===== src/rtl/mbet_pkg.sv =====
`timescale 1ns / 1ps
// ----------------------------------------------------------------------------
// Mandelbrot escape-time package
// Shared widths, register indexes, control bundles and the saturation helper.
// ----------------------------------------------------------------------------
package mbet_pkg;

	localparam int FRAC_BITS  = 26;
	localparam int COORD_BITS = 12;
	localparam int ITER_BITS  = 10;
	localparam int WORD_W     = 32;
	localparam int WIDTH_W    = 13;
	localparam int INDEX_W    = 24;
	localparam int PROD_W     = 2 * WORD_W;
	localparam int CPROD_W    = COORD_BITS + 1 + WORD_W;
	localparam int WIDE_W     = 48;
	localparam int IDXPROD_W  = COORD_BITS + WIDTH_W;
	localparam int REG_IDX_W  = 3;

	// Escape bound 2*2 = 4 expressed in the squared fraction format.
	localparam logic [PROD_W-1:0] ESC_LIMIT = PROD_W'(2 * 2) << (2 * FRAC_BITS);

	localparam logic [REG_IDX_W-1:0] REG_ORIGIN_RE = 3'd0;
	localparam logic [REG_IDX_W-1:0] REG_ORIGIN_IM = 3'd1;
	localparam logic [REG_IDX_W-1:0] REG_STEP_RE   = 3'd2;
	localparam logic [REG_IDX_W-1:0] REG_STEP_IM   = 3'd3;
	localparam logic [REG_IDX_W-1:0] REG_MAX_ITER  = 3'd4;
	localparam logic [REG_IDX_W-1:0] REG_IMG_WIDTH = 3'd5;

	localparam logic signed [WORD_W-1:0] RST_ORIGIN_RE = -32'sd134217728;
	localparam logic signed [WORD_W-1:0] RST_ORIGIN_IM = -32'sd100663296;
	localparam logic signed [WORD_W-1:0] RST_STEP_RE   = 32'sd196608;
	localparam logic signed [WORD_W-1:0] RST_STEP_IM   = 32'sd196608;
	localparam logic [ITER_BITS-1:0]     RST_MAX_ITER  = 10'd255;
	localparam logic [WIDTH_W-1:0]       RST_IMG_WIDTH = 13'd1024;

	typedef struct packed {
		logic signed [WORD_W-1:0] origin_re;
		logic signed [WORD_W-1:0] origin_im;
		logic signed [WORD_W-1:0] step_re;
		logic signed [WORD_W-1:0] step_im;
		logic [ITER_BITS-1:0]     max_iterations;
		logic [WIDTH_W-1:0]       image_width;
	} cfg_t;

	typedef struct packed {
		logic load_in;
		logic calc_c;
		logic set_c;
		logic mul;
		logic step;
		logic load_out;
	} dp_cmd_t;

	typedef struct packed {
		logic escaped;
		logic at_limit;
	} dp_sts_t;

	// Clamp a wide signed value to the signed word range.
	function automatic logic signed [WORD_W-1:0] sat_word(input logic signed [WIDE_W-1:0] v);
		logic [WIDE_W-WORD_W:0] top;
		begin
			top = v[WIDE_W-1:WORD_W-1];
			if (&top || ~|top) begin
				return v[WORD_W-1:0];
			end else if (v[WIDE_W-1]) begin
				return {1'b1, {(WORD_W-1){1'b0}}};
			end else begin
				return {1'b0, {(WORD_W-1){1'b1}}};
			end
		end
	endfunction

endpackage


===== src/rtl/mbet_cfg.sv =====
`timescale 1ns / 1ps
// ----------------------------------------------------------------------------
// Mandelbrot configuration registers
// Holds the view window, iteration limit and image width written by the host.
// ----------------------------------------------------------------------------
module mbet_cfg (
	input  logic                             clk,
	input  logic                             arst_n,
	input  logic                             cfg_wr_en,
	input  logic [mbet_pkg::REG_IDX_W-1:0]   cfg_index,
	input  logic [mbet_pkg::WORD_W-1:0]      cfg_data,
	output mbet_pkg::cfg_t                   cfg
);
	import mbet_pkg::*;

	cfg_t cfg_q;

	always_ff @(posedge clk or negedge arst_n) begin
		if (!arst_n) begin
			cfg_q.origin_re      <= RST_ORIGIN_RE;
			cfg_q.origin_im      <= RST_ORIGIN_IM;
			cfg_q.step_re        <= RST_STEP_RE;
			cfg_q.step_im        <= RST_STEP_IM;
			cfg_q.max_iterations <= RST_MAX_ITER;
			cfg_q.image_width    <= RST_IMG_WIDTH;
		end else if (cfg_wr_en) begin
			unique case (cfg_index)
				REG_ORIGIN_RE: cfg_q.origin_re      <= cfg_data;
				REG_ORIGIN_IM: cfg_q.origin_im      <= cfg_data;
				REG_STEP_RE:   cfg_q.step_re        <= cfg_data;
				REG_STEP_IM:   cfg_q.step_im        <= cfg_data;
				REG_MAX_ITER:  cfg_q.max_iterations <= cfg_data[ITER_BITS-1:0];
				REG_IMG_WIDTH: cfg_q.image_width    <= cfg_data[WIDTH_W-1:0];
				default: begin
				end
			endcase
		end
	end

	assign cfg = cfg_q;

endmodule


===== config.mk =====
export PLATFORM = sky130hd
export DESIGN_NAME = mbet_cfg
export DESIGN_NICKNAME = d
export VERILOG_FILES = /design/src/rtl/mbet_pkg.sv /design/src/rtl/mbet_cfg.sv
export SDC_FILE = /design/constraint.sdc
export NUM_CORES = 1
export LEC_CHECK = 0
export ABC_AREA = 1
export BUFFER_PORTS_ARGS = -buffer_cell sky130_fd_sc_hd__buf_2
export CAP_MARGIN = 20
export CELL_PAD_IN_SITES_DETAIL_PLACEMENT = 1
export CELL_PAD_IN_SITES_GLOBAL_PLACEMENT = 2
export CORE_MARGIN = 5
export CORE_UTILIZATION = 27
export CTS_BUF_LIST = sky130_fd_sc_hd__clkbuf_4 sky130_fd_sc_hd__clkbuf_8
export DETAILED_ROUTE_END_ITERATION = 10
export PLACE_DENSITY = 0.75
export SLEW_MARGIN = 25
export SYNTH_ARGS = -nofsm -noshare
export SYNTH_HDL_FRONTEND = slang
export SYNTH_SLANG_ARGS = --single-unit

===== constraint.sdc =====
create_clock -name clk -period 0.8 [get_ports clk]
set_input_delay 0.16 -clock clk [delete_from_list [all_inputs] [get_ports clk]]
set_output_delay 0.16 -clock clk [all_outputs]
set_load 0.02 [all_outputs]

==> impl_metrics.sql <==
INSERT INTO impl_metrics (metric_group, metric, value, unit) VALUES
('synth', 'ys_seq_area_share', '64.2', '%'),
('power_and_ir_drop', 'worst_ir_drop_vdd', '1010', 'uV'),
('final_layout', 'final_layout_size_suffix_gt1_share', '38.1', '%'),
('final_layout', 'seqCellArea', '3810', 'sq um'),
('die', 'dieWidth', '158', 'um'),
('placed_design', 'placed_cell_area', '7610', 'sq um'),
('final_layout', 'layout.cells.most_common', 'sky130_fd_sc_hd__nand2_1', ''),
('routing', 'num_vias', '5702', ''),
('synth', 'syn-num-nets', '702', ''),
('power_and_ir_drop', 'p_seq_share', '41.1', '%'),
('final_layout', 'layout.filler_cells', '2525', ''),
('hold_path', 'hold_class', 'primary input to flop', ''),
('grt', 'gr-usage-met3', '5.80', '%'),
('synth', 'synth.lib_cells_used.distinct', '12', ''),
('die', 'boundaryPins', '189', ''),
('routing', 'postRouteAntennaNets', '0', ''),
('synth', 'synth-xor-area-share', '0', '%'),
('routing', 'post_drt_wl_per_cell', '17.9', 'um'),
('synth', 'mean_post_synth_cell_area', '8.93', 'sq um'),
('routing', 'drt-vias-per-instance', '4.48', ''),
('cts', 'clkLatencyLatePin', '430', 'ps'),
('placed_design', 'place_congestion', '0.742', ''),
('placed_design', 'hpwlAfterDp', '15300', 'um'),
('synth', 'synth_adder_area_share', '0', '%'),
('die', 'floorplan_die_area', '25000', 'sq um'),
('sta', 'fin_tns_setup', '-55600', 'ps'),
('die', 'die_height', '158', 'um'),
('synth', 'yosysTopAreaCellShare', '53.6', '%'),
('critical_path', 'endpoint_kind', 'primary output', ''),
('sta', 'final_min_period_over_clock_period', '162', '%'),
('final_layout', 'most-common-layout-cells', 'sky130_fd_sc_hd__nand2_1, sky130_fd_sc_hd__buf_6, sky130_fd_sc_hd__dfrtp_1, sky130_fd_sc_hd__nand3_1, sky130_fd_sc_hd__buf_4', ''),
('die', 'core.rowCount', '54', ''),
('sta', 'final.min_clock_period', '1300', 'ps'),
('grt', 'grt_util_met2', '31.0', '%'),
('routing', 'route.detailed.drc', '0', ''),
('sta', 'rsz_0062_raised_after_global_routing', 'true', ''),
('grt', 'initial_antenna_violation_count', '0', ''),
('sta', 'timing.clock.skew', '0', 'ps'),
('sta', 'finalWorstSetupSlack', '-499', 'ps'),
('sta', 'timing.final.setup_violations', '166', ''),
('power_and_ir_drop', 'leakage', '5.25', 'nW'),
('die', 'floorplan.initialDensity', '27.3', '%'),
('final_layout', 'largest_register_ffs', '151', ''),
('critical_path', 'timing.setup.critical_path_class', 'flop to primary output', ''),
('synth', 'netlist_area', '5930', 'sq um'),
('final_layout', 'multiInputGateArea', '1950', 'sq um'),
('grt', 'grt_start_max_net_pins', '33', ''),
('final_layout', 'final_util', '45.4', '%'),
('outcome', 'status', 'finished with violations', ''),
('grt', 'grt_pass1_vias', '5993', ''),
('outcome', 'violations', 'negative setup slack', ''),
('power_and_ir_drop', 'power.combinational.fraction', '34.3', '%'),
('synth', 'post_synth_mux_area_share', '0', '%'),
('critical_path', 'crit_path_start_kind', 'flop', ''),
('die', 'core_area', '21800', 'sq um'),
('placed_design', 'io_buffers', '188', ''),
('sta', 'fmax', '0.770', 'GHz'),
('cts', 'numCtsBuffers', '17', ''),
('grt', 'grt-ovfl-total', '0', ''),
('critical_path', 'required_time_of_the_critical_path', '640', 'ps'),
('synth', 'synth-compound-area-share', '0', '%'),
('power_and_ir_drop', 'power.net_switching', '8.41', 'mW'),
('synth', 'yosys_warnings', '0', ''),
('cts', 'clkSinkCount', '151', ''),
('critical_path', 'path_delay_family', 'flip-flops', ''),
('cts', 'h-tree-depth', '4', ''),
('placed_design', 'placed_cells', '1137', ''),
('grt', 'grt_resource_usage_total', '18.4', '%'),
('routing', 'wl', '22800', 'um'),
('critical_path', 'crit_path_max_fanout', '2', ''),
('routing', 'drt_iter0_drc', '286', '');
[per-stage QoR]
stage	hold WS [ps]	power [mW]	setup WS, ps
floorplan	-136	13.3	-40.1
global placement	14.2	16.0	-368
detailed placement	16.0	16.1	-394
CTS	0.616	25.2	-545
global route	2.79	26.8	-552
finish	36.1	25.4	-499
[logic make-up after synthesis]
family | Yosys count
buffers and inverters | 44
and+or+nand+nor | 469
DFF | 151
[per-layer routing]
layer  vias up  part of all wire [%]
met5         -                     0
met3        16                   6.7
met4         0                  0.90
met1      2811                    43
met2       154                    50
li1       2721                     -
[cells in the mapped netlist, drive strengths merged]
cell type    n
inv          6
buf         30
nand3      106
dfrtp      127
dfstp       24
clkbuf       8
nor2         6
nand2      357
[power groups by stage]
stage	combinational, mW	sequential, mW	clock, mW
floorplan	1.36	11.9	0
global placement	5.79	10.2	0
detailed placement	5.89	10.2	0
CTS	8.27	10.4	6.48
global route	9.37	10.6	6.81
finish	8.71	10.4	6.23
[worst min-delay path, delay by kind of cell]
family,cells,cell delay (ps)
buffers and inverters,1,160
AND/OR/NAND/NOR,2,120
[final cells by class]
class,instances,area share [%]
timing repair buffer,335,33.6
clock buffer,20,2.66
sequential,151,38.6
tap,280,3.55
inverter,6,0.279
clock inverter,12,1.55
multi-input combinational,469,19.8
[worst paths after layout]
path	from	to	cells past startpoint
setup / recovery	cfg[116]$_DFFE_PN1P_	cfg[116]	1
hold / removal	cfg_data[2]	cfg[2]$_DFFE_PN0P_	3
setup reg to reg	cfg[106]$_DFFE_PN0P_	cfg[106]$_DFFE_PN0P_	4
hold reg to reg	cfg[18]$_DFFE_PN1P_	cfg[18]$_DFFE_PN1P_	2
max in group asynchronous	arst_n	cfg[150]$_DFFE_PN1P_	3
min in group asynchronous	arst_n	cfg[78]$_DFFE_PN0P_	2
[what timing repair did]
action	in CTS	in global routing
hold buffers	29	0
hold endpoints to repair	224	0
endpoints found under the setup margin	151	155
cloned	0	0
buffers inserted	43	32
pin swaps	0	1
gates resized for setup	302	13
(Power assumes the default switching activity.)
