===== config.mk =====
export PLATFORM = sky130hd
export DESIGN_NAME = mbet_ctrl
export DESIGN_NICKNAME = d
export VERILOG_FILES = /design/src/rtl/mbet_pkg.sv /design/src/rtl/mbet_ctrl.sv
export SDC_FILE = /design/constraint.sdc
export NUM_CORES = 1
export LEC_CHECK = 0
export BUFFER_PORTS_ARGS = -buffer_cell sky130_fd_sc_hd__buf_2
export CAP_MARGIN = 20
export CORE_AREA = 8 8 45 47
export CTS_CLUSTER_DIAMETER = 100
export DETAILED_ROUTE_END_ITERATION = 12
export DIE_AREA = 0 0 53 55
export PLACE_DENSITY = 0.45
export SYNTH_ARGS = -nofsm -noshare
export SYNTH_HDL_FRONTEND = slang
export SYNTH_SLANG_ARGS = --single-unit

===== constraint.sdc =====
create_clock -name clk -period 3.1 [get_ports clk]
set_input_delay 0.465 -clock clk [delete_from_list [all_inputs] [get_ports clk]]
set_output_delay 0.465 -clock clk [all_outputs]
set_load 0.02 [all_outputs]

===== src/rtl/mbet_pkg.sv =====
`timescale 1ns / 1ps
// ----------------------------------------------------------------------------
// Mandelbrot escape-time package
// Shared widths, register indexes, control bundles and the saturation helper.
// ----------------------------------------------------------------------------
package mbet_pkg;

	localparam int FRAC_BITS  = 26;
	localparam int COORD_BITS = 12;
	localparam int ITER_BITS  = 10;
	localparam int WORD_W     = 32;
	localparam int WIDTH_W    = 13;
	localparam int INDEX_W    = 24;
	localparam int PROD_W     = 2 * WORD_W;
	localparam int CPROD_W    = COORD_BITS + 1 + WORD_W;
	localparam int WIDE_W     = 48;
	localparam int IDXPROD_W  = COORD_BITS + WIDTH_W;
	localparam int REG_IDX_W  = 3;

	// Escape bound 2*2 = 4 expressed in the squared fraction format.
	localparam logic [PROD_W-1:0] ESC_LIMIT = PROD_W'(2 * 2) << (2 * FRAC_BITS);

	localparam logic [REG_IDX_W-1:0] REG_ORIGIN_RE = 3'd0;
	localparam logic [REG_IDX_W-1:0] REG_ORIGIN_IM = 3'd1;
	localparam logic [REG_IDX_W-1:0] REG_STEP_RE   = 3'd2;
	localparam logic [REG_IDX_W-1:0] REG_STEP_IM   = 3'd3;
	localparam logic [REG_IDX_W-1:0] REG_MAX_ITER  = 3'd4;
	localparam logic [REG_IDX_W-1:0] REG_IMG_WIDTH = 3'd5;

	localparam logic signed [WORD_W-1:0] RST_ORIGIN_RE = -32'sd134217728;
	localparam logic signed [WORD_W-1:0] RST_ORIGIN_IM = -32'sd100663296;
	localparam logic signed [WORD_W-1:0] RST_STEP_RE   = 32'sd196608;
	localparam logic signed [WORD_W-1:0] RST_STEP_IM   = 32'sd196608;
	localparam logic [ITER_BITS-1:0]     RST_MAX_ITER  = 10'd255;
	localparam logic [WIDTH_W-1:0]       RST_IMG_WIDTH = 13'd1024;

	typedef struct packed {
		logic signed [WORD_W-1:0] origin_re;
		logic signed [WORD_W-1:0] origin_im;
		logic signed [WORD_W-1:0] step_re;
		logic signed [WORD_W-1:0] step_im;
		logic [ITER_BITS-1:0]     max_iterations;
		logic [WIDTH_W-1:0]       image_width;
	} cfg_t;

	typedef struct packed {
		logic load_in;
		logic calc_c;
		logic set_c;
		logic mul;
		logic step;
		logic load_out;
	} dp_cmd_t;

	typedef struct packed {
		logic escaped;
		logic at_limit;
	} dp_sts_t;

	// Clamp a wide signed value to the signed word range.
	function automatic logic signed [WORD_W-1:0] sat_word(input logic signed [WIDE_W-1:0] v);
		logic [WIDE_W-WORD_W:0] top;
		begin
			top = v[WIDE_W-1:WORD_W-1];
			if (&top || ~|top) begin
				return v[WORD_W-1:0];
			end else if (v[WIDE_W-1]) begin
				return {1'b1, {(WORD_W-1){1'b0}}};
			end else begin
				return {1'b0, {(WORD_W-1){1'b1}}};
			end
		end
	endfunction

endpackage


===== src/rtl/mbet_ctrl.sv =====
`timescale 1ns / 1ps
// ----------------------------------------------------------------------------
// Mandelbrot controller
// Sequences point mapping, the multiply and update steps, and result hand-off.
// ----------------------------------------------------------------------------
module mbet_ctrl (
	input  logic                  clk,
	input  logic                  arst_n,
	input  logic                  in_valid,
	output logic                  in_ready,
	output logic                  out_valid,
	input  logic                  out_ready,
	input  mbet_pkg::dp_sts_t     sts,
	output mbet_pkg::dp_cmd_t     cmd
);
	import mbet_pkg::*;

	localparam logic [2:0] ST_IDLE = 3'd0;
	localparam logic [2:0] ST_CMUL = 3'd1;
	localparam logic [2:0] ST_CSET = 3'd2;
	localparam logic [2:0] ST_ZMUL = 3'd3;
	localparam logic [2:0] ST_ZCHK = 3'd4;
	localparam logic [2:0] ST_FIN  = 3'd5;

	logic [2:0] state_q;
	logic [2:0] state_d;
	logic       out_valid_q;
	logic       out_free;

	assign out_free = !out_valid_q || out_ready;

	always_comb begin
		state_d = state_q;
		cmd     = '0;
		unique case (state_q)
			ST_IDLE: begin
				cmd.load_in = in_valid;
				if (in_valid) begin
					state_d = ST_CMUL;
				end
			end
			ST_CMUL: begin
				cmd.calc_c = 1'b1;
				state_d    = ST_CSET;
			end
			ST_CSET: begin
				cmd.set_c = 1'b1;
				state_d   = ST_ZMUL;
			end
			ST_ZMUL: begin
				cmd.mul = 1'b1;
				state_d = ST_ZCHK;
			end
			ST_ZCHK: begin
				if (sts.escaped || sts.at_limit) begin
					state_d = ST_FIN;
				end else begin
					cmd.step = 1'b1;
					state_d  = ST_ZMUL;
				end
			end
			ST_FIN: begin
				// Wait until the result register is empty or drains this cycle.
				if (out_free) begin
					cmd.load_out = 1'b1;
					state_d      = ST_IDLE;
				end
			end
			default: begin
				state_d = ST_IDLE;
			end
		endcase
	end

	always_ff @(posedge clk or negedge arst_n) begin
		if (!arst_n) begin
			state_q     <= ST_IDLE;
			out_valid_q <= 1'b0;
		end else begin
			state_q <= state_d;
			if (cmd.load_out) begin
				out_valid_q <= 1'b1;
			end else if (out_ready) begin
				out_valid_q <= 1'b0;
			end
		end
	end

	assign in_ready  = (state_q == ST_IDLE);
	assign out_valid = out_valid_q;

endmodule


==> results of run 1 <==
-- worst max-delay path, delay by kind of cell, from the launching register on --
| kind | cells | cell delay (ps) |
|---|---|---|
| AND/OR/NAND/NOR | 2 | 420 |
| flip-flops | 1 | 460 |
| buffers and inverters | 1 | 180 |
-- final timing paths --
check / from / to
hold reg to reg: state_q[2] / state_q[0]
max in group asynchronous: arst_n / state_q[2]
setup reg to reg: state_q[2] / state_q[1]
setup / recovery: state_q[1] / cmd[3]
min in group clk: out_ready / out_valid
hold / removal: arst_n / state_q[0]
-- cell usage in the layout (no fill, tap or decap), drive strengths merged --
cell    instances
clkbuf          3
nor2b           2
nor3b           1
or2             1
and2            1
a21oi           1
nand2           3
nor2            3
a221oi          1
or3             1
buf            13
inv             1
nand2b          1
a31oi           1
or2b            1
nor3            3
dfrtp           4
-- logic make-up (layout without fill, tap and decap cells) --
group	after synthesis	count (layout)	share of synthesized area [%]
AOI/OAI and AO/OA	3	3	8.21
and+or+nand+nor	17	17	44.6
DFF	4	4	41.0
buffers and inverters	2	17	6.15
-- flip-flops by register name, indices dropped and copies added (netlist names) --
name and count:
state_q 3, out_valid 1
-- per-stage QoR --
stage,setup WS (ps),hold WS [ps]
after floorplan,1280,169
after global routing,1250,31.5
final,1350,34.2
after CTS,1330,24.7
after detailed placement,1380,273
after global placement,1390,278
-- routing by layer --
layer,track usage (%),vias up,part of all wire [%]
li1,-,118,-
met1,6.27,99,50
met2,5.27,10,41
met3,4.28,0,8.1
met4,5.17,0,0
met5,0,-,0
-- power by group --
| part | internal [uW] | switching (uW) | total, uW |
|---|---|---|---|
| sequential | 77.5 | 43.0 | 121 |
| combinational | 77.8 | 105 | 183 |
| clock | 43.1 | 18.7 | 61.8 |
-- layout make-up --
class / instances / area [sq um] / area share [%]
Multi-Input combinational cell: 20 / 129 / 37.9
Timing Repair Buffer: 13 / 65.1 / 19.1
Clock buffer: 3 / 22.5 / 6.62
Sequential cell: 4 / 100 / 29.4
Inverter: 1 / 3.75 / 1.10
Tap cell: 16 / 20.0 / 5.88
==> metrics.md, run 1 <==
| Metric | Value |
|---|---|
| Yosys top cell area share | `41.0%` |
| DRC viols | `0` |
| Setup crit start kind | `register` |
| Clk buf depth | `2` |
| Flop-to-flop setup slack | `around 1900 ps` |
| Post-Syn Nets | `32` |
| Final hold vios | `0` |
| DP HPWL | `488 um` |
| Port Buffer Count | `13` |
| I/O Pins | `14` |
| Antenna Cells | `0` |
| Worst skew pair latency | `230 ps` |
| Largest cells by area after synthesis | `dfrtp_1 41%, nor3b_4 7.7%, nor3_1 6.2%, nor2b_4 5.6%, buf_6 4.6%` |
| First-pass GRT wire length | `~1.1 mm` |
| Pleak | `0.000181 uW` |
| Fillers | `147` |
| Worst-case clock skew | `1.73 ps` |
| Placed inst area | `318 sq um` |
| CP cell instances | `or2b_1, nor2_1, buf_2` |
| Max frequency | `0.571 GHz` |
| Gpl congestion | `0.630` |
| # hold bufs at CTS | `0` |
| Initial Utilization | `17.6%` |
| Period utilisation layout | `roughly 57%` |
| Row cnt | `14` |
| Vias/cell | `3.98` |
| Critical path's slowest cell | `dfrtp_1` |
| Cells after synthesis | `26` |
| Max stage delay on crit path | `460 ps` |
| Fin cells | `57` |
| TritonCTS clock tree | `built` |
| Sequential share of the synthesized area | `41.0%` |
| Top post-synthesis cells by count | `4 x dfrtp_1, 3 x nand2_1, 3 x nor2_1, 3 x nor3_1` |
| Setup TNS Final | `0 ps` |
| Detail Route Antenna Nets | `0` |
| Worst Hold Class | `in2async` |
| Synth-to-layout area growth | `39.5%` |
| Synth warn | `0` |
| Cell Pwr Density | `1070 nW/um^2` |
| Detailed Route Iter0 Violations | `6` |
| Initial antenna violation count | `0` |
| Clock Sinks | `4` |
| Layout cells sized above 1 | `46.3%` |
| Ys flop type | `dfrtp_1` |
| Mapped Area | `244 sq um` |
| H-tree Lvls | `1` |
| Layout Nets | `49` |
| DR vias | `227` |
| Die H | `~55 um` |
| Routed WL | `618 um` |
| Most frequent cell after synthesis | `dfrtp_1` |
| Die Outline Area | `roughly 2900 sq um` |
| CTS Buf Count | `3` |
| Critical Path RT | `2630 ps` |
| Number of global-route vias before repair | `between 200 and 250` |
| CORE AREA | `1380 sq um` |
| Tmin final | `1750 ps` |
| CP Capture Type | `primary output` |
| Finished Core Util | `between 20% and 30%` |
| Leading area contributor after synthesis | `dfrtp_1` |
| Setup violations, final | `0` |
| Die Width | `53 um` |
| Post-CTS Setup Bufs | `0` |
| Pwr Total | `365 uW` |
| CP arrival | `approximately 1300 ps` |
| Largest net degree at the start of global routing | `9` |
| Worst-path clk slew | `40 ps` |
| Final Instance Area | `340 sq um` |
| Pre-antenna DRT Iters | `2` |
| Worst R2R Path Depth | `3` |
| Number of synthesized register bits | `4` |
| Maximum Capacitance Violations | `0` |
| Slew Limit Fails | `0` |
| Root buffer selected by CTS | `clkbuf_4` |
| RSZ-0062 raised after global routing | `false` |
| Least-Margin Pin Slew | `314 ps` |
| Placed cells | `54` |
| Post-Syn Area per Cell | `9.38 sq um` |
| FFs w/ async S/R, synth | `100%` |
| Synth unique cells | `17` |
| Max-slew headroom | `roughly 79%` |
| Max IR drop VDD | `~0.00033 V` |
| CP Class | `reg2out` |
| Status | `completed` |
| PostCTS Resize Cnt | `0` |
| WL/cell | `10.8 um` |
| GRT Total Usage | `under 10%` |
| Critical Path Fanout Max | `6` |
| GRT overflow | `0` |
| Number of synthesized flops with an enable pin | `0` |
No activity file was read; power rests on OpenSTA's default activity.
==> run 2, diff against run 1 <==
clock period = 1.7 ns   (was 3.1 ns; I/O delays follow)
==> run 2 against run 1 <==
Count of clock-buffer cells in the layout stayed put. Die area stayed put. Wire length is 0.32% lower. Highest routed layer unchanged. Sequential power is 83% higher. Worst hold slack better by 310 ps. Largest power group unchanged.
==> metrics.md, run 2 (synthesis results as in run 1) <==
| Metric | Value |
|---|---|
| Status | `completed` |
| Root buffer selected by CTS | `clkbuf_4` |
| Row cnt | `14` |
| Critical Path Fanout Max | `8` |
| Die Outline Area | `between 2000 and 3000 sq um` |
| Die Width | `53 um` |
| Initial antenna violation count | `0` |
| DP HPWL | `487 um` |
| Period utilisation layout | `91.1%` |
| Vias/cell | `a little over 4` |
| Clk buf depth | `2` |
| Worst Hold Class | `in2reg` |
| First-pass GRT wire length | `roughly 1.1 mm` |
| Layout Nets | `50` |
| RSZ-0062 raised after global routing | `false` |
| Switching pwr | `308 uW` |
| Worst-case clock skew | `2.77 ps` |
| CTS Buf Count | `3` |
| WL/cell | `10.6 um` |
| Pre-antenna DRT Iters | `1` |
| Max-slew headroom | `79.1%` |
| Hold_ws | `343 ps` |
| GRT Total Usage | `5.15%` |
| Sw frac | `between 40% and 50%` |
| Clock network power share | `~17%` |
| H-tree Lvls | `1` |
| Worst Setup SP | `state_q[0]` |
| GRT overflow | `0` |
| DR vias | `roughly 240` |
| Synth-to-layout area growth | `43.6%` |
| Maximum Capacitance Violations | `0` |
| Max IR drop VDD | `0.000568 V` |
| Number of global-route vias before repair | `about 280` |
| CP arrival | `1290 ps` |
| Max reg flops | `3` |
| Seq pwr share | `32.9%` |
| Layout cells sized above 1 | `45.2%` |
| Commonest non-fill, non-tap cell in the layout | `buf_2` |
| Detailed Route Iter0 Violations | `0` |
| Pleak | `approximately 0.00019 uW` |
| Critical Path RT | `1440 ps` |
| Largest net degree at the start of global routing | `9` |
| Comb pwr share | `50.1%` |
| Setup crit start kind | `register` |
| Placed inst area | `318 sq um` |
| Most frequent cells in the layout | `13 x buf_2, 4 x dfrtp_1` |
| Port Buffer Count | `13` |
| I/O Pins | `14` |
| Setup TNS Final | `0 ps` |
| Crit Reg-Reg Startpoint | `state_q[2]` |
| Final hold vios | `0` |
| CP Class | `reg2out` |
| Worst skew pair latency | `230 ps` |
| Routed WL | `616 um` |
| Largest Register | `state_q` |
| Tmin final | `1550 ps` |
| Gpl congestion | `around 0.66` |
| Worst setup path end | `cmd[4]` |
| PostCTS Resize Cnt | `0` |
| Worst-path clk slew | `40 ps` |
| Hold depth | `3` |
| Initial Utilization | `17.6%` |
| Worst r2r dst | `state_q[1]` |
| Max frequency | `0.646 GHz` |
| Die H | `between 50 and 60 um` |
| Slew Limit Fails | `0` |
| Clock Sinks | `4` |
| Final Instance Area | `350 sq um` |
| Detail Route Antenna Nets | `0` |
| Finished Core Util | `25.3%` |
| Worst R2R Path Depth | `3` |
| CP Capture Type | `primary output` |
| CORE AREA | `~1400 sq um` |
| Least-Margin Pin Slew | `around 310 ps` |
| Cell Pwr Density | `1920 nW/um^2` |
| TritonCTS clock tree | `built` |
| Flop-to-flop setup slack | `430 ps` |
| Int Pwr | `364 uW` |
| Final worst setup slack | `about 150 ps` |
| Worst slack, placed | `between 400 and 500 ps` |
| Setup violations, final | `0` |
| Antenna Cells | `0` |
| DRC viols | `0` |
==> run 2: changes by cell type in the layout (fill, tap and decap cells not counted), sizes merged <==
cell	change
dlygate4sd3	+1
==> run 2: worst min-delay path by stage <==
| stage | startpoint | end | slack, ps |
|---|---|---|---|
| finish | out_ready | out_valid | 340 |
| global route | arst_n | state_q[0] | 360 |
| CTS | out_ready | out_valid | 340 |
| detailed placement | arst_n | state_q[0] | 60 |
| global placement | arst_n | state_q[0] | 60 |
| floorplan | arst_n | out_valid | -40 |
==> run 2: per-layer routing <==
| layer | global-route usage, % | wire [um] | vias to the layer above | part of all wire, % |
|---|---|---|---|---|
| li1 | - | - | 120 | - |
| met3 | 2.67 | 81 | 0 | 13 |
| met5 | 0 | 0 | - | 0 |
| met1 | 5.96 | 300 | 106 | 49 |
| met4 | 3.88 | 0 | 0 | 0 |
| met2 | 7.03 | 234 | 12 | 38 |
==> run 2: worst max-delay path: stages (launching register included) <==
cell and delay (ps):
dfrtp_1 510, inv_1 100, nor3_1 240, buf_2 210
==> run 2: through the flow <==
stage                     instances  total power, uW
after global placement           54              560
after detailed placement         54              557
after floorplan                  26              472
final                            58              671
after global routing             58              738
after CTS                        58              684
==> run 2: final cells by class <==
class,instances,area (sq um)
Tap cell,16,20.0
Multi-Input combinational cell,20,129
Inverter,1,3.75
Fill cell,158,1030
Timing Repair Buffer,14,75.1
Clock buffer,3,22.5
Sequential cell,4,100
==> run 2: timing repair <==
action | CTS | global route
hold buffers | 1 | 0
buffers inserted | 0 | 0
hold endpoints to repair | 4 | 0
==> run 2: power groups by stage <==
| stage | clock network, uW | logic [uW] | registers (uW) |
|---|---|---|---|
| after floorplan | 0 | 276 | 196 |
| after global placement | 0 | 342 | 218 |
| after detailed placement | 0 | 338 | 218 |
| after CTS | 123 | 342 | 218 |
| after global routing | 130 | 374 | 234 |
| final | 114 | 336 | 221 |
